--- config.mk ---
export PLATFORM = sky130hd
export DESIGN_NAME = pdll_ctrl
export DESIGN_NICKNAME = d
export VERILOG_FILES = /design/src/pdll_pkg.sv /design/src/pdll_ctrl.sv
export SDC_FILE = /design/constraint.sdc
export NUM_CORES = 1
export LEC_CHECK = 0
export ABC_AREA = 1
export BUFFER_PORTS_ARGS = -buffer_cell sky130_fd_sc_hd__buf_2
export CAP_MARGIN = 20
export CORE_AREA = 3 3 40 42
export CTS_CLUSTER_SIZE = 8
export DETAILED_ROUTE_END_ITERATION = 10
export DIE_AREA = 0 0 43 45
export PLACE_DENSITY = 0.77
export SLEW_MARGIN = 20
export SYNTH_ARGS = -nofsm -noshare
export SYNTH_HDL_FRONTEND = slang
export SYNTH_SLANG_ARGS = --single-unit
--- constraint.sdc ---
create_clock -name clk -period 1.39 [get_ports clk]
set_clock_uncertainty 0.05 [all_clocks]
set_input_delay 0.2085 -clock clk [delete_from_list [all_inputs] [get_ports clk]]
set_output_delay 0.2085 -clock clk [all_outputs]
set_load 0.02 [all_outputs]
--- src/pdll_pkg.sv ---
// Package for the pooled doubly linked list core.
// Holds widths, command/status codes, datapath op codes and the
// controller/datapath command and status structs. No dependencies.
package pdll_pkg;

  localparam int POOL_DEPTH = 1024;
  localparam int SLOT_W     = $clog2(POOL_DEPTH);
  localparam int CNT_W      = SLOT_W + 1;
  localparam int POS_W      = 10;
  localparam int DATA_W     = 32;

  typedef enum logic [1:0] {
    CMD_APPEND = 2'd0,
    CMD_INSERT = 2'd1,
    CMD_ERASE  = 2'd2
  } cmd_t;

  typedef enum logic [1:0] {
    ST_OK    = 2'd0,
    ST_FULL  = 2'd1,
    ST_RANGE = 2'd2,
    ST_EMPTY = 2'd3
  } st_t;

  typedef enum logic [3:0] {
    OP_NONE,
    OP_CLEAR,
    OP_LOAD,
    OP_STATUS,
    OP_WALK_ADV,
    OP_APP1,
    OP_APP2,
    OP_INS1,
    OP_INS2,
    OP_INS3,
    OP_ERS_RD,
    OP_ERS_UPD,
    OP_ERS_FIN,
    OP_SCAN_END,
    OP_SCAN_CHK
  } dp_op_t;

  typedef enum logic [3:0] {
    S_CLEAR,
    S_IDLE,
    S_DECIDE,
    S_WALK,
    S_WALK_ADV,
    S_APP1,
    S_APP2,
    S_INS1,
    S_INS2,
    S_INS3,
    S_ERS_RD,
    S_ERS_UPD,
    S_ERS_FIN,
    S_SCAN,
    S_SCAN_CHK,
    S_OUT
  } state_t;

  // controller -> datapath
  typedef struct packed {
    dp_op_t op;
    st_t    status;
  } ctl_t;

  // datapath -> controller
  typedef struct packed {
    cmd_t cmd;
    logic clr_last;
    logic full;
    logic pos_gt;
    logic pos_eq;
    logic pos_ge;
    logic cnt_zero;
    logic walk_done;
    logic scan_end;
    logic scan_free;
  } sts_t;

endpackage

--- src/pdll_ctrl.sv ---
// Controller state machine of the list core: sequences datapath ops for
// append, insert, erase, the free-slot scan and the reset clear. Uses pdll_pkg.
module pdll_ctrl (
  input  logic           clk,
  input  logic           rst_n,
  input  logic           in_valid,
  output logic           in_ready,
  output logic           out_valid,
  input  logic           out_ready,
  input  pdll_pkg::sts_t sts_i,
  output pdll_pkg::ctl_t ctl_o
);
  import pdll_pkg::*;

  state_t state_r, state_nxt;

  // state register
  always_ff @(posedge clk) begin
    if (!rst_n) state_r <= S_CLEAR;
    else        state_r <= state_nxt;
  end

  // next state and datapath ops
  always_comb begin
    state_nxt    = state_r;
    ctl_o.op     = OP_NONE;
    ctl_o.status = ST_OK;
    in_ready     = 1'b0;
    out_valid    = 1'b0;
    unique case (state_r)
      S_CLEAR: begin
        ctl_o.op = OP_CLEAR;
        if (sts_i.clr_last) state_nxt = S_IDLE;
      end
      S_IDLE: begin
        in_ready = 1'b1;
        if (in_valid) begin
          ctl_o.op  = OP_LOAD;
          state_nxt = S_DECIDE;
        end
      end
      S_DECIDE: begin
        case (sts_i.cmd) inside
          CMD_APPEND, CMD_INSERT: begin
            if (sts_i.full) begin
              ctl_o.op = OP_STATUS; ctl_o.status = ST_FULL; state_nxt = S_OUT;
            end else if (sts_i.cmd == CMD_INSERT && sts_i.pos_gt) begin
              ctl_o.op = OP_STATUS; ctl_o.status = ST_RANGE; state_nxt = S_OUT;
            end else if (sts_i.cmd == CMD_APPEND || sts_i.pos_eq) begin
              state_nxt = S_APP1;
            end else begin
              state_nxt = S_WALK;
            end
          end
          CMD_ERASE: begin
            if (sts_i.cnt_zero) begin
              ctl_o.op = OP_STATUS; ctl_o.status = ST_EMPTY; state_nxt = S_OUT;
            end else if (sts_i.pos_ge) begin
              ctl_o.op = OP_STATUS; ctl_o.status = ST_RANGE; state_nxt = S_OUT;
            end else begin
              state_nxt = S_WALK;
            end
          end
          default: state_nxt = S_OUT;
        endcase
      end
      // walk from head, one successor per pass through S_WALK and S_WALK_ADV
      S_WALK: begin
        if (sts_i.walk_done)
          state_nxt = (sts_i.cmd == CMD_ERASE) ? S_ERS_RD : S_INS1;
        else
          state_nxt = S_WALK_ADV;
      end
      S_WALK_ADV: begin
        ctl_o.op  = OP_WALK_ADV;
        state_nxt = S_WALK;
      end
      S_APP1: begin ctl_o.op = OP_APP1; state_nxt = S_APP2; end
      S_APP2: begin ctl_o.op = OP_APP2; state_nxt = S_SCAN; end
      S_INS1: begin ctl_o.op = OP_INS1; state_nxt = S_INS2; end
      S_INS2: begin ctl_o.op = OP_INS2; state_nxt = S_INS3; end
      S_INS3: begin ctl_o.op = OP_INS3; state_nxt = S_SCAN; end
      S_ERS_RD:  begin ctl_o.op = OP_ERS_RD;  state_nxt = S_ERS_UPD; end
      S_ERS_UPD: begin ctl_o.op = OP_ERS_UPD; state_nxt = S_ERS_FIN; end
      S_ERS_FIN: begin ctl_o.op = OP_ERS_FIN; state_nxt = S_OUT; end
      // look upward for the next free slot
      S_SCAN: begin
        if (sts_i.scan_end) begin
          ctl_o.op  = OP_SCAN_END;
          state_nxt = S_OUT;
        end else begin
          state_nxt = S_SCAN_CHK;
        end
      end
      S_SCAN_CHK: begin
        ctl_o.op  = OP_SCAN_CHK;
        state_nxt = sts_i.scan_free ? S_OUT : S_SCAN;
      end
      S_OUT: begin
        out_valid = 1'b1;
        if (out_ready) state_nxt = S_IDLE;
      end
      default: state_nxt = S_IDLE;
    endcase
  end

endmodule

**After elaboration in Yosys (flattened, before gate mapping)**

Index checks and enable logic that the tools add are counted.

- Memories kept: 0
- Bits in read-only memories: 0
- Logic and storage cells: 55
- Latch bits: 0
- Flip-flop bits (word level): 4
- Input port bits: 15
- Memory bits (writable): 0

- Multiplexer cells: 27
- Reduce and logical (&&, ||, !) cells: 7
- $add $sub $neg: 0
- $mul: 0
- Div/mod/pow operators: 0
- Eq/ne operators: 20
- Bitwise gates (word level): 0
- $lt $le $gt $ge: 0
- Shifts and indexed selects: 0

Operators with widths:

| cell | count |
|---|---|
| 4-bit two-way mux | 18 |
| 4-bit case mux with 15 select lines | 1 |
| 4-bit case mux with 14 select lines | 1 |
| 4-bit equality test, second input constant | 8 |
| 4-bit by 3-bit equality test with 1-bit output, second input constant | 4 |
| 4-bit by 2-bit equality test with 1-bit output, second input constant | 2 |
| 2-bit two-way mux | 3 |
| 2-bit != test, second input constant | 3 |
| 4-bit by 1-bit equality test with 1-bit output, second input constant | 1 |
| 4-bit zero test | 1 |
| 2-bit OR reduction | 2 |
| 1-bit two-way mux | 3 |
| 3-bit two-way mux | 1 |
| 3-bit AND reduction | 1 |
| 2-bit by 1-bit equality test with 1-bit output, second input constant | 1 |
| 2-bit equality test, second input constant | 1 |
| 2-bit zero test | 1 |
| 1-bit logical AND | 1 |
| 1-bit logical OR | 1 |

**Depth between registers and ports, before layout**

- Depth after elaboration: 7
- Mapped depth: 9

**Worst setup path before layout**

Ideal clock, no wire load.

- Path kind: register -> output
- Start point: reg state_r[1]
- End point: out ctl_o[0] (netlist name)
- Setup slack: -0.090 ns
- Data arrival time: 1.222 ns
- Cell stages (with the launch flop): 5
- Cell sequence: dfxtp_1 -> inv_1 -> nor2_4 -> nand2_2 -> a211oi_1

RTL lines:

| element | RTL line | text |
|---|---|---|
| start, declared | pdll_ctrl.sv:15 | `state_t state_r, state_nxt;` |
| start signal, assigned | pdll_ctrl.sv:20 | `else state_r <= state_nxt;` |
| end, declared | pdll_ctrl.sv:11 | `output pdll_pkg::ctl_t ctl_o` |

==> results.yml <==
clocking:
  cts.clk_slew.worst_paths_ns: 0.04
  cts-root-buf: "clkbuf_4"
  htreeDepth: 1
  cts_buffer_depth: 2
  cts_made_buffers: 3
  tritoncts: "yes"
  clock-sinks: 4
  clk-insertion-delay-late_ns: 0.25
global_routing:
  grt_max_degree: 7
  grt_overflow: 0
  antenna_found_initial: 0
  grtUsageTotal_pct: 19.4
  grt_pass1_wl_mm: 2.84
  grt_pass1_vias: 713
critical_path:
  slowest_stage: "dfxtp_2"
  r2r-end: "state_r[3]$_SDFFE_PN0P_"
  worst-r2r-setup-slack_ns: 0.10
  path_max_fanout: 4
  cp_cell_sequence: "nand2_2 -> inv_2 -> nand3_2 -> o21a_1 -> nand2_1 -> buf_4"
  crit_path_start_kind: "flip-flop"
  endpoint: "ctl_o[5]"
  critPathCaptureType: "output port"
  required_ns: 1.13
  rr_startpoint: "state_r[0]$_SDFFE_PN0P_"
  crit_start: "state_r[2]$_SDFFE_PN0P_"
  crit_arrival_ns: 1.28
  critPathMaxStageDelay_ns: 0.33
  crit_type: "reg -> out"
  reg2reg_depth: 8
route:
  drtAntennaViolNets: 0
  wire_per_inst_um: 11.9
  drc: 0
  drt_pass1_iterations: 4
  wl_mm: 1.94
  via_per_inst: 5.21
  drtIter0Drc: 20
  vias: 849
status:
  violations: "setup timing"
  status: "complete, but fails checks"
timing:
  setup_viol: 6
  tightest_slew_ns: 0.210
  fmax_mhz: 651
  slew_viol_final: 0
  slew_headroom_pct: 85.8
  fin_ws_ns: -0.145
  period_share_pct: 110
  period_needed_ns: 1.54
  rsz0062_at_grt: "yes"
  hold_violations: 0
  holdWs_ns: 0.150
placement:
  hpwl_mm: 1.41
  place_congestion: 0.870
  place.port_buffers: 22
power:
  internal_power_w: 0.000961
  peakVddDrop_mv: 1.12
  p_per_area_mw_per_mm2: 2060
  power.total_w: 0.00191
  power.share.combinational_pct: 78.4
  seqPwrFrac_pct: 13.4
  switchingPower_w: 0.000950
  leakagePower_nw: 0.531
  swShare_pct: 49.7
  power_frac_clock_pct: 8.2
min_path:
  hold_path.class: "in -> reg"
yosys:
  synth_seq_cells: 4
  synth_seq_area_share_pct: 14.0
  ys_types: 19
  avgSynthCellArea_um2: 5.25
  syn_inst: 109
  synth_area_um2: 572
  syn_nets: 124
  ys_warn_count: 0
die:
  core_mm2: 0.00128
  initial_utilization_pct: 44.5
  fp.dieW_um: 43
  die_y_um: 45
  io_pins: 23
  die-area_mm2: 0.00194
  num_rows: 13
finish:
  final_nets: 165
  area_growth_pct: 62.1
  n_antenna_cell: 0
  largest_register: "state_r"
  drive_gt1_share_pct: 45.3
  reg.largest.list: "state_r: 4 flops"
  layout_commonest_cell: "nand2_1"
  final_cell_mix: "33 x nand2_1, 18 x buf_4, 15 x inv_1"
  largest_reg_flops: 4
run:
  drv_cap: 0
-- synth_stat cells --
cell        n  area, um^2
nand2_1    36         135
nor2_2      1        6.26
inv_2       3        11.3
clkinv_2    1        5.00
nand3_1    11        55.1
inv_1      18        67.6
o21ai_0     6        30.0
nand4_1     3        18.8
nand2_2     2        12.5
o2111ai_1   1        8.76
a21oi_1     1        5.00
nor2_4      5        56.3
o21a_1      1        7.51
dfxtp_1     4        80.1
o21ai_1     1        5.00
a211oi_1    1        7.51
o21bai_1    1        7.51
nor2_1     12        45.0
o211ai_1    1        7.51
-- cell type report --
class	count	area [um^2]
multi-input cells	83	462
fillers	107	358
repair buffers	36	250
flip-flops and latches	4	87.6
inverters	22	86.3
clock buffers	3	22.5
well taps	15	18.8
-- cells by family after synthesis --
| group | Yosys count | synth area share, % |
|---|---|---|
| simple gates | 70 | 57.5 |
| buf+inv | 22 | 14.7 |
| compound gates | 13 | 13.8 |
| flops | 4 | 14.0 |
-- per-layer routing --
metal	GRT usage (%)	vias to the layer above	wire length, um
li1	-	420	-
met1	20.4	373	725
met2	33.8	42	980
met3	3.98	14	130
met4	15.1	0	100
met5	0	-	0
-- metrics by stage --
step / instances / area [um^2] / TNS, ns / utilization (%) / setup slack (ns)
6_report: 163 / 927 / -0.653 / 72.2 / -0.145
5_1_grt: 163 / 927 / -0.902 / 72.2 / -0.185
4_1_cts: 161 / 841 / -0.770 / 65.4 / -0.149
3_5_place_dp: 156 / 781 / -0.0385 / 60.8 / -0.0174
3_3_place_gp: 156 / 781 / 0 / 60.8 / 0.0262
2_1_floorplan: 109 / 577 / 0 / - / 0.0719
-- worst max-delay path: cells and delay by family, from the launching register on --
family | cells | cell delay, ns
compound gates | 1 | 0.18
buf+inv | 2 | 0.22
flops | 1 | 0.33
simple gates | 3 | 0.30
-- worst min path at each step --
stage / depth (start not counted) / from / to / slack [ns]
2_1_floorplan: 2 / rst_n / state_r[2]$_SDFFE_PN0P_ / 0.26
3_3_place_gp: 3 / rst_n / state_r[2]$_SDFFE_PN0P_ / 0.40
3_5_place_dp: 3 / rst_n / state_r[2]$_SDFFE_PN0P_ / 0.41
4_1_cts: 3 / rst_n / state_r[2]$_SDFFE_PN0P_ / 0.16
5_1_grt: 3 / rst_n / state_r[1]$_SDFFE_PN0P_ / 0.18
6_report: 3 / rst_n / state_r[2]$_SDFFE_PN0P_ / 0.15
-- power by group through the flow --
stage / logic (W) / clock network, W / registers [W]
after floorplan: 0.000732 / 0 / 0.000246
after global placement: 0.00116 / 0 / 0.000226
after detailed placement: 0.00117 / 0 / 0.000230
after CTS: 0.00127 / 0.000153 / 0.000247
after global routing: 0.00164 / 0.000154 / 0.000263
final: 0.00150 / 0.000157 / 0.000256
-- what timing repair did --
item / CTS / global route
hold buffers: 0 / 0
gates cloned: 0 / 0
gates resized for setup: 12 / 20
setup endpoints to repair: 9 / 11
setup buffers: 2 / 2
pin swaps: 2 / 4
No activity file was read; power rests on OpenSTA's default activity.
